===== src/rtl/rles_pkg.sv =====
package rles_pkg;

	localparam int NUM_LEDS = 16;
	localparam int LED_W = (NUM_LEDS > 1) ? $clog2(NUM_LEDS) : 1;

	typedef enum logic [2:0] {
		EFF_SLOW_FLASH = 3'd0,
		EFF_FAST_FLASH = 3'd1,
		EFF_BREATH     = 3'd2,
		EFF_SLOW_RAIN  = 3'd3,
		EFF_FAST_RAIN  = 3'd4,
		EFF_POLICE     = 3'd5,
		EFF_RUNNER     = 3'd6,
		EFF_NONE       = 3'd7
	} effect_t;

	typedef enum logic [1:0] {
		FILL_FLAT,
		FILL_RUNNER_ONE,
		FILL_RUNNER_ALL,
		FILL_RUNNER_CLEAR
	} fill_kind_t;

	// One redraw command from the front part to the drawing part.
	typedef struct packed {
		fill_kind_t  kind;
		logic [23:0] rgb;
		logic [6:0]  pos;
	} cmd_t;

	typedef enum logic [1:0] {
		BK_IDLE,
		BK_DRAW,
		BK_EMIT
	} back_state_t;

	function automatic logic [23:0] tone(input logic [3:0] idx);
		logic [23:0] c;
		case (idx)
			4'd0: c = 24'hFF0000;
			4'd1: c = 24'h00FF00;
			4'd2: c = 24'h0000FF;
			4'd3: c = 24'hFFFF00;
			4'd4: c = 24'hFFFFFF;
			4'd5: c = 24'h00FFFF;
			4'd6: c = 24'hFF8000;
			4'd7: c = 24'hFFFF80;
			4'd8: c = 24'h80FF00;
			default: c = 24'hFFFFFF;
		endcase
		return c;
	endfunction

	function automatic logic [5:0] period_of(input effect_t e);
		logic [5:0] p;
		case (e)
			EFF_SLOW_FLASH, EFF_SLOW_RAIN: p = 6'd50;
			EFF_FAST_FLASH, EFF_FAST_RAIN: p = 6'd10;
			EFF_BREATH:  p = 6'd2;
			EFF_POLICE:  p = 6'd5;
			EFF_RUNNER:  p = 6'd3;
			default:     p = 6'd63;
		endcase
		return p;
	endfunction

endpackage


===== src/rtl/rles_req_if.sv =====
interface rles_req_if;
	logic       valid;
	logic       ready;
	logic       req_type;
	logic [2:0] effect;
	modport source (output valid, req_type, effect, input ready);
	modport sink (input valid, req_type, effect, output ready);
endinterface


===== src/rtl/rles_pix_if.sv =====
interface rles_pix_if;
	logic       valid;
	logic       ready;
	logic [5:0] led_index;
	logic [7:0] red;
	logic [7:0] green;
	logic [7:0] blue;
	logic       frame_last;
	modport source (output valid, led_index, red, green, blue, frame_last, input ready);
	modport sink (input valid, led_index, red, green, blue, frame_last, output ready);
endinterface


===== src/rtl/rles_front.sv =====
module rles_front
	import rles_pkg::*;
(
	input  logic       clk,
	input  logic       arst_n,
	rles_req_if.sink   req,
	input  logic [3:0] color_index,
	output logic       cmd_valid,
	output cmd_t       cmd,
	input  logic       cmd_ready
);

	effect_t     mode_q;
	logic [5:0]  presc_q;
	logic        blink_q;
	logic [3:0]  step_q;
	logic [7:0]  level_q;
	logic        rising_q;
	logic [6:0]  rpos_q;
	logic [1:0]  rphase_q;
	logic [1:0]  rloops_q;

	// Stage 1 holds a pending multiply for breathing.
	logic        mul_pend_s1;
	logic [7:0]  mul_lvl_s1;
	logic [23:0] mul_col_s1;

	logic        take;
	logic        sel;
	logic [5:0]  presc_inc;
	logic        fire;

	assign req.ready = cmd_ready && !mul_pend_s1;
	assign take      = req.valid && req.ready;
	assign sel       = req.req_type;
	assign presc_inc = presc_q + 6'd1;
	assign fire      = !sel && (presc_inc >= period_of(mode_q));

	logic [15:0] pr, pg, pb;
	assign pr = mul_lvl_s1 * mul_col_s1[23:16];
	assign pg = mul_lvl_s1 * mul_col_s1[15:8];
	assign pb = mul_lvl_s1 * mul_col_s1[7:0];

	// Next state and command for the accepted beat.
	effect_t     n_mode;
	logic [5:0]  n_presc;
	logic        n_blink;
	logic [3:0]  n_step;
	logic [7:0]  n_level;
	logic        n_rising;
	logic [6:0]  n_rpos;
	logic [1:0]  n_rphase;
	logic [1:0]  n_rloops;
	logic        n_cmd;
	logic        n_mul;
	cmd_t        c;
	logic [8:0]  lvl_w;
	logic [6:0]  rp1;
	logic [1:0]  rl1;
	effect_t     new_mode;

	always_comb begin
		n_mode = mode_q; n_presc = presc_q; n_blink = blink_q; n_step = step_q;
		n_level = level_q; n_rising = rising_q; n_rpos = rpos_q; n_rphase = rphase_q;
		n_rloops = rloops_q; n_cmd = 1'b0; n_mul = 1'b0;
		c = '{kind: FILL_FLAT, rgb: 24'h0, pos: 7'd0};
		lvl_w = '0;
		rp1 = rpos_q + 7'd1;
		rl1 = rloops_q + 2'd1;
		new_mode = effect_t'(req.effect);
		if (sel) begin
			if (new_mode != EFF_NONE) begin
				n_mode = new_mode; n_presc = 6'd0; n_cmd = 1'b1;
				case (new_mode)
					EFF_SLOW_FLASH, EFF_FAST_FLASH: begin
						n_blink = 1'b0; c.rgb = tone(color_index);
					end
					EFF_BREATH: begin
						n_level = 8'd0; n_rising = 1'b1; n_step = 4'd0;
						c.kind = FILL_RUNNER_CLEAR; c.pos = 7'h7F;
					end
					EFF_SLOW_RAIN, EFF_FAST_RAIN: begin
						n_blink = 1'b0; n_step = 4'd0;
						c.kind = FILL_RUNNER_CLEAR; c.pos = 7'h7F;
					end
					EFF_POLICE: begin
						n_blink = 1'b0; c.rgb = 24'hFF0000;
					end
					default: begin
						n_rpos = 7'd0; n_rphase = 2'd0; n_rloops = 2'd0;
					end
				endcase
			end
		end else if (mode_q != EFF_NONE) begin
			n_presc = presc_inc;
			if (fire) begin
				n_presc = 6'd0; n_cmd = 1'b1;
				case (mode_q)
					EFF_SLOW_FLASH, EFF_FAST_FLASH: begin
						n_blink = !blink_q;
						c.rgb = n_blink ? tone(color_index) : 24'h0;
					end
					EFF_BREATH: begin
						lvl_w = rising_q ? {1'b0, level_q} + 9'd8 : {1'b0, level_q} - 9'd8;
						if (rising_q && lvl_w >= 9'd250) begin
							n_level = 8'd250; n_rising = 1'b0;
						end else if (!rising_q && (level_q <= 8'd8)) begin
							n_level = 8'd0; n_rising = 1'b1;
							n_step = (step_q == 4'd9) ? 4'd0 : step_q + 4'd1;
						end else begin
							n_level = lvl_w[7:0];
						end
						n_cmd = 1'b0; n_mul = 1'b1;
					end
					EFF_SLOW_RAIN, EFF_FAST_RAIN: begin
						n_blink = !blink_q;
						if (blink_q) n_step = (step_q == 4'd9) ? 4'd0 : step_q + 4'd1;
						c.rgb = n_blink ? tone(n_step) : 24'h0;
					end
					EFF_POLICE: begin
						n_blink = !blink_q;
						c.rgb = n_blink ? 24'hFF0000 : 24'h0000FF;
					end
					default: begin
						c.pos = rpos_q;
						case (rphase_q)
							2'd0: begin
								c.kind = FILL_RUNNER_ONE; n_rpos = rp1;
								if (rp1 >= 7'(NUM_LEDS)) begin
									n_rpos = 7'd0; n_rphase = 2'd1; n_rloops = 2'd0;
								end
							end
							2'd1: begin
								c.kind = FILL_RUNNER_ALL; n_rpos = rp1;
								if (rp1 >= 7'(NUM_LEDS)) begin
									n_rpos = 7'd0; n_rloops = rl1;
									if (rl1 >= 2'd2) n_rphase = 2'd2;
								end
							end
							default: begin
								c.kind = FILL_RUNNER_CLEAR;
								if (rpos_q < 7'(NUM_LEDS)) begin
									n_rpos = rp1;
								end else begin
									n_rpos = 7'd0; n_rphase = 2'd0; n_rloops = 2'd0;
								end
							end
						endcase
					end
				endcase
			end
		end
	end

	// State registers.
	always_ff @(posedge clk or negedge arst_n) begin
		if (!arst_n) begin
			mode_q <= EFF_SLOW_FLASH; presc_q <= '0; blink_q <= 1'b0; step_q <= '0;
			level_q <= '0; rising_q <= 1'b1; rpos_q <= '0; rphase_q <= '0;
			rloops_q <= '0; mul_pend_s1 <= 1'b0;
		end else begin
			if (take) begin
				mode_q <= n_mode; presc_q <= n_presc; blink_q <= n_blink; step_q <= n_step;
				level_q <= n_level; rising_q <= n_rising; rpos_q <= n_rpos;
				rphase_q <= n_rphase; rloops_q <= n_rloops;
			end
			if (take && n_mul) mul_pend_s1 <= 1'b1;
			else if (cmd_ready) mul_pend_s1 <= 1'b0;
		end
	end

	always_ff @(posedge clk) begin
		if (take && n_mul) begin
			mul_lvl_s1 <= n_level;
			mul_col_s1 <= tone(n_step);
		end
	end

	// Breathing commands come from the multiply stage, the rest directly.
	always_comb begin
		if (mul_pend_s1) begin
			cmd_valid = 1'b1;
			cmd = '{kind: FILL_FLAT, rgb: {pr[15:8], pg[15:8], pb[15:8]}, pos: 7'd0};
		end else begin
			cmd_valid = take && n_cmd;
			cmd = c;
		end
	end

endmodule


===== src/rtl/rles_fifo.sv =====
module rles_fifo
	import rles_pkg::*;
(
	input  logic clk,
	input  logic arst_n,
	input  logic in_valid,
	output logic in_ready,
	input  cmd_t in_cmd,
	output logic out_valid,
	input  logic out_ready,
	output cmd_t out_cmd
);

	cmd_t       mem_q [2];
	logic       wp_q, rp_q;
	logic [1:0] cnt_q;
	logic       push, pop;

	assign in_ready  = cnt_q != 2'd2;
	assign out_valid = cnt_q != 2'd0;
	assign out_cmd   = mem_q[rp_q];
	assign push      = in_valid && in_ready;
	assign pop       = out_valid && out_ready;

	// Two-entry command queue.
	always_ff @(posedge clk or negedge arst_n) begin
		if (!arst_n) begin
			wp_q <= 1'b0; rp_q <= 1'b0; cnt_q <= '0;
		end else begin
			if (push) wp_q <= !wp_q;
			if (pop) rp_q <= !rp_q;
			cnt_q <= cnt_q + {1'b0, push} - {1'b0, pop};
		end
	end

	always_ff @(posedge clk) begin
		if (push) mem_q[wp_q] <= in_cmd;
	end

endmodule


===== src/rtl/rles_back.sv =====
module rles_back
	import rles_pkg::*;
(
	input  logic     clk,
	input  logic     arst_n,
	input  logic     cmd_valid,
	output logic     cmd_ready,
	input  cmd_t     cmd,
	rles_pix_if.source pix
);

	back_state_t      st_q, st_n;
	cmd_t             cmd_q;
	logic [23:0]      frame_q [NUM_LEDS];
	logic [LED_W-1:0] idx_q;
	logic             out_v_q;
	logic [5:0]       out_idx_q;
	logic [23:0]      out_rgb_q;
	logic             out_last_q;
	logic             last_led;
	logic             slot_free;

	assign last_led  = idx_q == LED_W'(NUM_LEDS - 1);
	assign slot_free = !out_v_q || pix.ready;

	// Next state.
	always_comb begin
		st_n = st_q;
		case (st_q)
			BK_IDLE: if (cmd_valid) st_n = BK_DRAW;
			BK_DRAW: st_n = BK_EMIT;
			BK_EMIT: if (slot_free && last_led) st_n = BK_IDLE;
			default: st_n = BK_IDLE;
		endcase
	end

	// Outputs.
	always_comb begin
		cmd_ready = st_q == BK_IDLE;
	end

	always_ff @(posedge clk or negedge arst_n) begin
		if (!arst_n) begin
			st_q <= BK_IDLE; idx_q <= '0; out_v_q <= 1'b0;
			for (int i = 0; i < NUM_LEDS; i++) frame_q[i] <= '0;
		end else begin
			st_q <= st_n;
			if (st_q == BK_DRAW) begin
				for (int i = 0; i < NUM_LEDS; i++) begin
					case (cmd_q.kind)
						FILL_FLAT: frame_q[i] <= cmd_q.rgb;
						FILL_RUNNER_ONE: frame_q[i] <= (7'(i) == cmd_q.pos) ?
							tone(4'(i > 9 ? 9 : i)) : 24'h0;
						FILL_RUNNER_ALL: frame_q[i] <= tone(4'(i > 9 ? 9 : i));
						default: if (7'(i) == cmd_q.pos) frame_q[i] <= 24'h0;
					endcase
				end
				idx_q <= '0;
			end
			if (st_q == BK_EMIT && slot_free) begin
				out_v_q <= 1'b1;
				idx_q <= last_led ? '0 : idx_q + LED_W'(1);
			end else if (pix.ready) begin
				out_v_q <= 1'b0;
			end
		end
	end

	always_ff @(posedge clk) begin
		if (st_q == BK_IDLE && cmd_valid) cmd_q <= cmd;
		if (st_q == BK_EMIT && slot_free) begin
			out_idx_q  <= 6'(idx_q);
			out_rgb_q  <= frame_q[idx_q];
			out_last_q <= last_led;
		end
	end

	assign pix.valid      = out_v_q;
	assign pix.led_index  = out_idx_q;
	assign pix.red        = out_rgb_q[23:16];
	assign pix.green      = out_rgb_q[15:8];
	assign pix.blue       = out_rgb_q[7:0];
	assign pix.frame_last = out_last_q;

endmodule


===== src/rtl/rgb_led_effect_sequencer.sv =====
// Effect engine for a NUM_LEDS strip. A select beat (not EFF_NONE) sets the
// effect and emits a frame; a tick beat emits a frame when the period elapses.
// Each frame is NUM_LEDS pixel beats, one per cycle while the sink is ready,
// the last flagged; the drawing unit takes no new command until it is out.
// Redraw-free ticks are taken while the queue has room and no multiply pends.
module rgb_led_effect_sequencer
	import rles_pkg::*;
(
	input  logic       clk,
	input  logic       arst_n,
	input  logic       cfg_we,
	input  logic [3:0] cfg_wdata,
	rles_req_if.sink   req,
	rles_pix_if.source pix
);

	logic [3:0] color_index_q;
	logic       f_valid, f_ready, q_valid, q_ready;
	cmd_t       f_cmd, q_cmd;

	always_ff @(posedge clk or negedge arst_n) begin
		if (!arst_n) color_index_q <= '0;
		else if (cfg_we) color_index_q <= cfg_wdata;
	end

	rles_front u_front (.clk, .arst_n, .req, .color_index(color_index_q),
		.cmd_valid(f_valid), .cmd(f_cmd), .cmd_ready(f_ready));
	rles_fifo u_fifo (.clk, .arst_n, .in_valid(f_valid), .in_ready(f_ready), .in_cmd(f_cmd),
		.out_valid(q_valid), .out_ready(q_ready), .out_cmd(q_cmd));
	rles_back u_back (.clk, .arst_n, .cmd_valid(q_valid), .cmd_ready(q_ready), .cmd(q_cmd),
		.pix);

	a_last_idx: assert property (@(posedge clk) disable iff (!arst_n)
		pix.valid && pix.frame_last |-> pix.led_index == 6'(NUM_LEDS - 1))
		else $error("last flag off the final LED");
	a_idx_range: assert property (@(posedge clk) disable iff (!arst_n)
		pix.valid |-> pix.led_index < 6'(NUM_LEDS))
		else $error("LED index out of range");

endmodule

===== src/flat_wrapper.sv =====
// flat-port wrapper written by rule: the top's interface ports become plain ports
module rgb_led_effect_sequencer_flat import rles_pkg::*;
  (clk, arst_n, cfg_we, cfg_wdata, req_valid, req_req_type, req_effect, req_ready, pix_valid, pix_led_index, pix_red, pix_green, pix_blue, pix_frame_last, pix_ready);
  rles_req_if req_i ();
  rles_pix_if pix_i ();
  input  logic clk;
  input  logic arst_n;
  input  logic cfg_we;
  input  logic [3:0] cfg_wdata;
  input wire logic [$bits(req_i.valid)-1:0] req_valid;
  input wire logic [$bits(req_i.req_type)-1:0] req_req_type;
  input wire logic [$bits(req_i.effect)-1:0] req_effect;
  output wire logic [$bits(req_i.ready)-1:0] req_ready;
  output wire logic [$bits(pix_i.valid)-1:0] pix_valid;
  output wire logic [$bits(pix_i.led_index)-1:0] pix_led_index;
  output wire logic [$bits(pix_i.red)-1:0] pix_red;
  output wire logic [$bits(pix_i.green)-1:0] pix_green;
  output wire logic [$bits(pix_i.blue)-1:0] pix_blue;
  output wire logic [$bits(pix_i.frame_last)-1:0] pix_frame_last;
  input wire logic [$bits(pix_i.ready)-1:0] pix_ready;
  assign req_i.valid = req_valid;
  assign req_i.req_type = req_req_type;
  assign req_i.effect = req_effect;
  assign req_ready = req_i.ready;
  assign pix_valid = pix_i.valid;
  assign pix_led_index = pix_i.led_index;
  assign pix_red = pix_i.red;
  assign pix_green = pix_i.green;
  assign pix_blue = pix_i.blue;
  assign pix_frame_last = pix_i.frame_last;
  assign pix_i.ready = pix_ready;
  rgb_led_effect_sequencer u_core (.clk(clk), .arst_n(arst_n), .cfg_we(cfg_we), .cfg_wdata(cfg_wdata), .req(req_i), .pix(pix_i));
endmodule

===== config.mk =====
export PLATFORM = sky130hd
export DESIGN_NAME = rgb_led_effect_sequencer_flat
export DESIGN_NICKNAME = d
export VERILOG_FILES = /design/src/rtl/rles_pkg.sv /design/src/rtl/rles_req_if.sv /design/src/rtl/rles_pix_if.sv /design/src/rtl/rles_front.sv /design/src/rtl/rles_fifo.sv /design/src/rtl/rles_back.sv /design/src/rtl/rgb_led_effect_sequencer.sv /design/src/flat_wrapper.sv
export SDC_FILE = /design/constraint.sdc
export NUM_CORES = 1
export LEC_CHECK = 0
export BUFFER_PORTS_ARGS = -buffer_cell sky130_fd_sc_hd__buf_2
export CORE_UTILIZATION = 50
export DETAILED_ROUTE_END_ITERATION = 8
export GPL_TIMING_DRIVEN = 0
export PLACE_DENSITY = 0.71
export SYNTH_ARGS = -nofsm -noshare
export SYNTH_HDL_FRONTEND = slang
export SYNTH_HIERARCHICAL = 1
export SYNTH_SLANG_ARGS = --single-unit

===== constraint.sdc =====
create_clock -name clk -period 8.5 [get_ports clk]
set_input_delay 0.425 -clock clk [delete_from_list [all_inputs] [get_ports clk]]
set_output_delay 0.425 -clock clk [all_outputs]
set_load 0.01 [all_outputs]

Word-level counts from Yosys, hierarchy flattened

Memories as Yosys holds them, arrays and structs flattened. A register that Yosys moved wholly into a read port is not among the register bits.
Index checks and enable logic that the tools add are counted.

$add $sub $neg: 9
Multipliers: 3
Order comparisons: 7
Eq/ne operators: 47
Multiplexer cells: 157
Bitwise operators: 1
Reductions and logical operators: 85

Operators by type and width:

| operator                                      | count |
|---|---|
| case mux 24 bit (3 select lines)              | 17 |
| two-way mux 24 bit                            | 34 |
| two-way mux 33 bit                            | 5 |
| binary-select mux 24 bit (select 4 bit)       | 1 |
| two-way mux 7 bit                             | 11 |
| two-way mux 8 bit                             | 9 |
| two-way mux 4 bit                             | 16 |
| nonzero test 4 bit                            | 16 |
| == test 4 x 7 -> 1 bit, first input constant  | 8 |
| multiplier 8 x 8 -> 16 bit                    | 3 |
| case mux 24 bit (2 select lines)              | 1 |
| two-way mux 2 bit                             | 20 |
| AND reduction 2 bit                           | 17 |
| two-way mux 16 bit                            | 2 |
| two-way mux 1 bit                             | 30 |
| case mux 6 bit (5 select lines)               | 1 |
| == test 3 x 7 -> 1 bit, first input constant  | 4 |
| two-way mux 6 bit                             | 4 |
| nonzero test 2 bit                            | 8 |
| == test 3 bit, second input constant          | 5 |
| inequality test 3 bit, second input constant  | 5 |
| == test 2 x 7 -> 1 bit, first input constant  | 2 |
| == test 3 x 2 -> 1 bit, second input constant | 4 |
| case mux 2 bit (2 select lines)               | 3 |
| other kinds (43)                              | 83 |

Flip-flop bits (word level): 471
Bits in writable memories: 66
ROM bits: 1536
Bits of input ports: 13
Output and inout port bits: 33
Logic and storage cells: 351
Memories: 5

Memory list:

| memory              | words | bits a word | read ports | clocked after memory_dff | write ports | RTL line        | text |
|---|---|---|---|---|---|---|---|
| (name not given)    | 16    | 24          | 1          | 1                        | 0           | rles_pkg.sv:39  | `case (idx)` |
| (name not given)    | 16    | 24          | 1          | 0                        | 0           | rles_pkg.sv:39  |  |
| (name not given)    | 16    | 24          | 1          | 0                        | 0           | rles_pkg.sv:39  |  |
| (name not given)    | 16    | 24          | 1          | 0                        | 0           | rles_pkg.sv:39  |  |
| u_core.u_fifo.mem_q | 2     | 33          | 1          | 1                        | 1           | rles_fifo.sv:14 | `cmd_t mem_q [2];` |

Longest topological paths before layout

Gate-level depths: netlist of run 1.
An unclocked memory read counts as a cell.

Depth after elaboration: 15
Mapped depth: 20
Mapped depth without buffers: 18

Cells and area by module

The synthesis of run 1 kept the hierarchy.

Modules (own cells, without submodules):

| module                   | instances | cells each | area each (um^2) | sequential area each (um^2) |
|---|---|---|---|---|
| rles_back                | 1         | 1497       | 19217.2          | 11646.2 |
| rles_front               | 1         | 1027       | 8942.3           | 1297.5 |
| rles_fifo                | 1         | 125        | 2607.5           | 2082.0 |
| rgb_led_effect_sequencer | 1         | 8          | 145.1            | 100.1 |

Worst setup path before layout of run 1

No wires, ideal clock.

Path kind: flip-flop to flip-flop
Start point: reg u_core.u_front.mul_col_s1[14]
End point: mem u_core/u_fifo/mem_q[0][21] (netlist name), data pin
Library setup time: 258 ps
Arrival: 4838 ps
Required time: 8242 ps
Setup slack: 3405 ps
Cell stages (with the launch flop): 18
Path buffers: 1
Clock period less this slack: 5095 ps
Cell sequence: edfxtp_1 clkbuf_1 nand2_1 inv_1 fa_1 fa_1 fa_1 inv_1 fa_1 inv_1 ha_1 a21o_1 a21o_1 or3_1 o221ai_1 a21boi_0 or3_1 a31o_2

RTL lines:

| item        | RTL line         | text |
|---|---|---|
| from (decl) | rles_front.sv:26 | `logic [23:0] mul_col_s1;` |
| to (decl)   | rles_fifo.sv:14  |  |

==> impl_metrics.csv, run 1 <==
group,metric,value,unit
run_status,status,"finished, violations left",
run_status,violations,"max-capacitance violations",
synth,synth_seq_cells,576,
clock_tree,htreeDepth,2,
synth,synth_warnings,6,
timing,drv_slew,0,
global_routing,groute.usage.overall,27.2,%
placement,placed_area,32300,um2
clock_tree,cts_resized,0,
clock_tree,clock_path_buffers,3,
detailed_routing,firstDrtPassIters,5,
layout,nFillCells,4994,
detailed_routing,detail-route-antenna-nets,0,
die,die_area,62800,um2
worst_setup_path,r2r_setup_slack,2.85,ns
synth,synth-seq-area-share,48.9,%
detailed_routing,wl_per_cell,23.3,um
worst_setup_path,path_delay_family,"adder cells",
clock_tree,numCtsBuffers,59,
clock_tree,clk_pin_slew,0.06,ns
synth,synth_edf_count,142,
global_routing,overflow,0,
clock_tree,clk_latency,0.64,ns
placement,port_buffers,41,
clock_tree,clock-sinks,576,
placement,dp_slack,2.89,ns
timing,hold_violations,0,
placement,hpwl,61100,um
worst_setup_path,worstReg2RegStart,"u_core/u_front/mul_lvl_s1[1]$_DFFE_PP_",
run,cap_violations,2,
worst_setup_path,crit_path_frequent_cell,"fa_1",
power,p_leak,17.2,nW
timing,min_period_over_period,66.5,%
layout,drive_above_1_share,13.2,%
timing,setup_viol,0,
global_routing,use_met1,34.4,%
timing,fmax,0.177,GHz
die,io_pins,46,
synth,synth_area,30900,um2
synth,yosysUniqueCellTypes,96,
global_routing,gr-usage-met2,45.8,%
timing,period_needed,5.65,ns
layout,fin_nets,2997,
timing,setup_tns,0,ns
power,ir_drop,0.000188,V
hold_path,hold_path.startpoint,"cfg_wdata[1]",
synth,synth-async-reset-ratio,75.3,%
layout,areaGrowthSynthToFinish,11.4,%
synth,synth_ff_type,"dfrtp_1",
worst_setup_path,cp_data_required_time,8.83,ns
timing,slew_headroom,0.504,%
layout,design_area,34400,um2
detailed_routing,viasPerCell,6.26,
worst_setup_path,path_buf_inv,4,
detailed_routing,dr_total_vias,22500,
timing,worst_slack,2.85,ns
worst_setup_path,crit_fanout,10,
die,die_w,251,um
detailed_routing,first_iter_violations,2137,
global_routing,antenna_found_initial,2,
timing,fin_skew,0.0385,ns
power,power_density,346,nW/um2
detailed_routing,wl,83800,um
worst_setup_path,crit_path_start,"u_core/u_front/mul_lvl_s1[1]$_DFFE_PP_",
hold_path,holdCritPathClass,"input pin to flop",
synth,postSynthAreaPerCell,11.6,um2
worst_setup_path,max_stage_delay,0.50,ns
synth,syn_inst,2657,
die,num_rows,90,
die,coreArea,60700,um2
die,die_h,251,um
global_routing,grt_busiest_layer,"met2",
placement,place.gp.congestion,0.948,
worst_setup_path,worst_path_max_delay_cell,"fa_1",
global_routing,grt_max_degree,125,
worst_setup_path,critPathKind,"flop to flop",
detailed_routing,drc,0,
worst_setup_path,crit_chain,"clkbuf_1 -> clkbuf_1 -> nand2_1 -> xor2_1 -> ha_1 -> a31o_2 -> fa_1 -> fa_1 -> inv_1 -> fa_1 -> inv_1 -> ha_1 -> o21ai_0 -> a21oi_1 -> nand2_1 -> o21ai_0 -> o22ai_1 -> xnor2_1 -> a22oi_1",
global_routing,grtUsageMet3,4.79,%
worst_setup_path,worst_setup_path_end_kind,"flop",
die,initial_utilization,50.9,%
clock_tree,cts_tree,"yes",
global_routing,first_global_vias,23500,
power,power,11.9,mW
worst_setup_path,crit_path_start_kind,"flop",
clock_tree,cts-root-buf,"clkbuf_16",
global_routing,grt_pass1_wl,133000,um
timing,tightest_slew,1.49,ns
timing,grt_setup_unrepaired,"false",
worst_setup_path,arrival,5.98,ns
layout,post-route-util,56.7,%
-- routing by layer --
layer,part of all wire [%],vias to the layer above
met1,40,11600
met4,4.4,2
met5,0.0095,-
met3,7.2,215
li1,-,9881
met2,49,885
-- stage by stage --
step / instances / hold WS, ns
detailed placement: 3486 / 0.439
global route: 3601 / 0.0229
global placement: 3481 / 0.435
finish: 3602 / 0.0360
CTS: 3601 / 0.00105
floorplan: 2658 / 0.129
-- worst reg2reg max path: stages, from the launching register on --
cell	delay [ns]
edfxtp_1	0.31
clkbuf_1	0.32
clkbuf_1	0.41
nand2_1	0.13
xor2_1	0.17
ha_1	0.20
a31o_2	0.24
fa_1	0.48
fa_1	0.50
inv_1	0.05
fa_1	0.48
inv_1	0.05
ha_1	0.29
o21ai_0	0.09
a21oi_1	0.28
nand2_1	0.15
o21ai_0	0.49
o22ai_1	0.20
xnor2_1	0.38
a22oi_1	0.16
-- cell families (layout without fill, tap and decap cells) --
kind of cell / after synthesis / after routing / synth area share (%)
AO/OA/AOI/OAI: 647 / 647 / 16.2
multiplexers: 195 / 195 / 8.43
buffers and inverters: 326 / 487 / 4.48
AND/OR/NAND/NOR: 651 / 651 / 9.86
other: 1 / 3 / 0.0121
adder cells (fa/ha/maj): 218 / 218 / 10.8
flip-flops: 576 / 576 / 48.9
XOR/XNOR: 43 / 43 / 1.22
-- state kept, by name (all words and copies together) (netlist names), 4 cells and up --
name,cells
u_core/color_index_q,4
u_core/u_back/cmd_q,33
u_core/u_back/frame_q,384
u_core/u_back/idx_q,4
u_core/u_back/out_rgb_q,24
u_core/u_back/pix.led_index,4
u_core/u_fifo/mem_q,66
u_core/u_front/level_q,8
u_core/u_front/mul_col_s1,6
u_core/u_front/mul_lvl_s1,8
u_core/u_front/presc_q,6
u_core/u_front/rpos_q,7
u_core/u_front/step_q,4
-- path summary, 6_finish.rpt --
| check | to | depth (start not counted) |
|---|---|---|
| max reg2reg | u_core/u_fifo/mem_q[1][30]$_DFFE_PP_ | 19 |
| min | u_core/color_index_q[1]$_DFFE_PN0P_ | 2 |
| max | u_core/u_fifo/mem_q[1][30]$_DFFE_PP_ | 19 |
| max in group asynchronous | u_core/u_front/rphase_q[0]$_DFFE_PN0P_ | 4 |
| min in group asynchronous | u_core/u_back/frame_q[160]$_DFFE_PN0P_ | 2 |
| min reg2reg | u_core/u_back/pix.led_index[3]$_DFFE_PP_ | 0 |
-- placed cells by master, fill, tap and decap left out, types with 17 or more instances in the layout --
| master | count |
|---|---|
| mux4_2 | 48 |
| inv_1 | 150 |
| a31oi_1 | 17 |
| mux2i_1 | 105 |
| xor2_1 | 20 |
| a211o_1 | 252 |
| nor2_1 | 82 |
| dfrtp_1 | 433 |
| buf_2 | 122 |
| a22oi_1 | 25 |
| clkbuf_16 | 63 |
| o21ai_0 | 84 |
| a21o_1 | 34 |
| xnor2_1 | 23 |
| o21a_1 | 32 |
| and2_1 | 50 |
| nand2_1 | 350 |
| a221oi_1 | 49 |
| ha_1 | 132 |
| clkbuf_1 | 90 |
| mux2_2 | 42 |
| fa_1 | 84 |
| edfxtp_1 | 142 |
| nand3_1 | 36 |
| nand3b_1 | 18 |
| clkbuf_8 | 17 |
| a21oi_1 | 45 |
-- synthesized netlist by cell type (all sizes together), types with 9 or more instances --
| master | number | area [um2] |
|---|---|---|
| dfrtp | 433 | 10800 |
| nand2 | 351 | 1320 |
| a211o | 252 | 2210 |
| inv | 150 | 563 |
| edfxtp | 142 | 4260 |
| ha | 132 | 1650 |
| mux2i | 105 | 1050 |
| buf | 90 | 455 |
| o21ai | 90 | 450 |
| clkbuf | 85 | 362 |
| nor2 | 85 | 322 |
| fa | 84 | 1680 |
| and2 | 53 | 335 |
| a221oi | 49 | 429 |
| a21oi | 48 | 252 |
| mux4 | 48 | 1080 |
| mux2 | 42 | 473 |
| nand3 | 36 | 180 |
| a21o | 34 | 255 |
| o21a | 32 | 240 |
| a22oi | 25 | 188 |
| xnor2 | 23 | 201 |
| xor2 | 20 | 175 |
| a31oi | 18 | 128 |
| nand3b | 18 | 135 |
| nand2b | 16 | 100 |
| a22o | 14 | 123 |
| and3 | 14 | 88.8 |
| nor3 | 14 | 75.1 |
| nor2b | 12 | 75.1 |
| a21boi | 9 | 67.6 |
-- power breakdown --
part	leakage [nW]	internal, mW	switching (mW)
sequential	6.87	4.07	0.669
clock	1.06	1.68	1.11
combinational	9.29	1.87	2.51
-- final cells by class --
type | instances | area [um2] | share of cell area [%]
well taps | 782 | 978 | 2.84
clock buffers | 87 | 1800 | 5.22
plain buffers | 175 | 817 | 2.37
multi-input cells | 1756 | 14400 | 41.9
clock inverters | 25 | 343 | 0.996
flip-flops and latches | 576 | 15100 | 43.9
repair buffers | 49 | 375 | 1.09
inverters | 151 | 567 | 1.65
diodes | 1 | 2.50 | 0.00727
-- repair_timing --
| item | in CTS | in global routing |
|---|---|---|
| endpoints found under the hold margin | 84 | 0 |
| setup buffers | 0 | 0 |
| setup endpoints to repair | 0 | 0 |
| hold buffers | 3 | 0 |
Power figures use the tool's default switching activity.
==> run 2: changes to the inputs <==
--- a/config.mk
+++ b/config.mk
@@ -9,7 +9,7 @@
 export CORE_UTILIZATION = 50
 export DETAILED_ROUTE_END_ITERATION = 8
 export GPL_TIMING_DRIVEN = 0
-export PLACE_DENSITY = 0.71
+export PLACE_DENSITY = 0.73
 export SYNTH_ARGS = -nofsm -noshare
 export SYNTH_HDL_FRONTEND = slang
 export SYNTH_HIERARCHICAL = 1
==> constraint.sdc (replaced) <==
create_clock -name clk -period 4.98 [get_ports clk]
set_input_delay 0.249 -clock clk [delete_from_list [all_inputs] [get_ports clk]]
set_output_delay 0.249 -clock clk [all_outputs]
set_load 0.01 [all_outputs]
==> run 2 against run 1 <==
Compared with the run above: clock skew is 0.011 ns lower; flip-flop and latch count stayed put; clock power is 66% higher; via count hardly changed; the run now ends clean; sequential share of layout area is 0.62 points lower; cell area is 1.4% higher.
==> impl_metrics.csv, run 2 (same netlist as run 1, synthesis figures left out) <==
group,metric,value,unit
detailed_routing,firstDrtPassIters,6,
worst_setup_path,crit_path_start_kind,"flop",
hold_path,hold_path.startpoint,"req_valid",
worst_setup_path,r2r_setup_slack,0.06,ns
global_routing,overflow,0,
clock_tree,htreeDepth,2,
worst_setup_path,worst_setup_path_end_kind,"flop",
worst_setup_path,crit_chain,"buf_4 -> and2_4 -> fa_1 -> fa_1 -> fa_1 -> inv_1 -> fa_1 -> inv_1 -> ha_4 -> a21o_1 -> a21o_1 -> or3_4 -> o221ai_4 -> a21boi_2 -> or3_1 -> a31o_2",
hold_path,holdPathStages,3,
detailed_routing,drc,0,
timing,tightest_slew,1.41,ns
timing,fmax,0.203,GHz
layout,largest_reg_flops,384,
die,coreArea,60700,um2
hold_path,worstHoldEndpoint,"u_core/u_front/level_q[5]$_DFFE_PN0P_",
timing,slew_headroom,5.43,%
worst_setup_path,path_delay_family,"adder cells",
placement,dp_slack,-0.756,ns
layout,layout_common_cells,"dfrtp_1, nand2_1, a211o_1",
timing,min_period_over_period,98.8,%
power,power,20.2,mW
clock_tree,clock-sinks,576,
detailed_routing,wl_met2,40100,um
timing,fin_skew,0.0275,ns
layout,top_register,"u_core/u_back/frame_q",
layout,fin_nets,3031,
clock_tree,clock_path_buffers,3,
run,cap_violations,0,
detailed_routing,highest_layer,"met4",
detailed_routing,wl_met3,6390,um
worst_setup_path,crit_path_frequent_cell,"fa_1",
die,die_h,251,um
power,ir_drop,0.000289,V
detailed_routing,wl_per_cell,23.0,um
worst_setup_path,ff2ff_path_depth,16,
worst_setup_path,crit_cells,16,
run_status,status,"finished clean",
detailed_routing,wl_met1,33600,um
worst_setup_path,crit_fanout,6,
global_routing,antenna_found_initial,0,
die,io_pins,46,
global_routing,groute.usage.overall,27.0,%
global_routing,grt_pass1_wl,132000,um
layout,final_common_cell,"dfrtp_1",
detailed_routing,first_iter_violations,2296,
die,initial_utilization,50.9,%
detailed_routing,dr_total_vias,22600,
worst_setup_path,path_buf_inv,3,
timing,hold_violations,0,
die,die_w,251,um
worst_setup_path,cp_data_required_time,5.35,ns
timing,setup_viol,0,
clock_tree,cts-root-buf,"clkbuf_16",
clock_tree,clk_pin_slew,0.07,ns
placement,place.gp.congestion,0.938,
timing,period_needed,4.92,ns
clock_tree,cts_tree,"yes",
worst_setup_path,max_stage_delay,0.52,ns
placement,hpwl,60200,um
layout,antenna_cells,0,
global_routing,first_global_vias,23000,
placement,port_buffers,41,
layout,reg_top3,"u_core/u_back/frame_q (384), u_core/u_fifo/mem_q (66), u_core/u_back/cmd_q (33)",
power,power_density,579,nW/um2
global_routing,grt_max_degree,122,
timing,grt_setup_unrepaired,"true",
worst_setup_path,r2r_end,"u_core/u_fifo/mem_q[1][21]$_DFFE_PP_",
worst_setup_path,critPathKind,"flop to flop",
timing,hold_slack,0.0726,ns
timing,drv_slew,0,
detailed_routing,detail-route-antenna-nets,0,
clock_tree,numCtsBuffers,58,
detailed_routing,wl,83700,um
worst_setup_path,worstReg2RegStart,"u_core/u_front/mul_lvl_s1[4]$_DFFE_PP_",
hold_path,holdCritPathClass,"input pin to flop",
worst_setup_path,arrival,5.29,ns
clock_tree,clk_latency,0.64,ns
die,die_area,62800,um2
timing,worst_slack,0.0606,ns
die,num_rows,90,
layout,drive_above_1_share,15.7,%
detailed_routing,viasPerCell,6.21,
power,p_leak,17.4,nW
worst_setup_path,worst_path_max_delay_cell,"edfxtp_1",
layout,post-route-util,57.5,%
layout,areaGrowthSynthToFinish,13.0,%
## run 2: how the worst max path moves through the flow
stage / endpoint / from
floorplan: u_core/u_fifo/mem_q[0][21]$_DFFE_PP_ / u_core/u_front/mul_col_s1[14]$_SDFFCE_PP1P_
CTS: u_core/u_fifo/mem_q[1][20]$_DFFE_PP_ / u_core/u_front/mul_lvl_s1[3]$_DFFE_PP_
global placement: u_core/u_front/presc_q[5]$_DFFE_PN0P_ / arst_n
global route: u_core/u_fifo/mem_q[1][20]$_DFFE_PP_ / u_core/u_front/mul_col_s1[15]$_SDFFCE_PP1P_
finish: u_core/u_fifo/mem_q[1][21]$_DFFE_PP_ / u_core/u_front/mul_lvl_s1[4]$_DFFE_PP_
detailed placement: u_core/u_fifo/mem_q[0][30]$_DFFE_PP_ / u_core/u_front/mul_col_s1[21]$_DFFE_PP_
## run 2: per-stage QoR
step	setup TNS, ns	instance area, um2	std cells
6_report	0	34900	3633
5_1_grt	-0.283	34900	3633
4_1_cts	0	34700	3624
3_5_place_dp	-9.01	32300	3486
3_3_place_gp	-2051.72	32100	3481
2_1_floorplan	0	30900	2658
## run 2: area by class of cell
| class | instances | area, um2 |
|---|---|---|
| fill | 4920 | 25800 |
| sequential | 576 | 15100 |
| multi-input combinational | 1757 | 14700 |
| clock buffer | 79 | 1630 |
| tap | 782 | 978 |
| buffer | 173 | 847 |
| timing repair buffer | 85 | 677 |
| inverter | 151 | 567 |
| clock inverter | 30 | 423 |
## run 2: routing by layer
metal  vias to the layer above  track usage [%]
li1                       9958                -
met2                       963             44.4
met1                     11400             34.9
met4                         0             11.0
met5                         -                0
met3                       241             5.33
## run 2: timing repair
| action | CTS | global route |
|---|---|---|
| gates resized for setup | 30 | 48 |
| setup buffers | 20 | 8 |
| pin swaps | 3 | 13 |
| hold endpoints to repair | 115 | 0 |
| hold buffers | 11 | 0 |
| endpoints found under the setup margin | 30 | 61 |
| gates cloned | 0 | 1 |
## run 2: worst register-to-register path, cell delays in order, from the launching register on
cell,delay (ns)
edfxtp_1,0.52
buf_4,0.21
and2_4,0.16
fa_1,0.48
fa_1,0.51
fa_1,0.49
inv_1,0.05
fa_1,0.47
inv_1,0.06
ha_4,0.23
a21o_1,0.15
a21o_1,0.18
or3_4,0.34
o221ai_4,0.17
a21boi_2,0.09
or3_1,0.32
a31o_2,0.25
## run 2: power breakdown
group | leakage (nW) | switching, mW | internal (mW)
Sequential | 6.87 | 1.15 | 6.95
Combinational | 9.55 | 4.27 | 3.22
Clock | 0.993 | 1.91 | 2.73
Total | 17.4 | 7.32 | 12.9
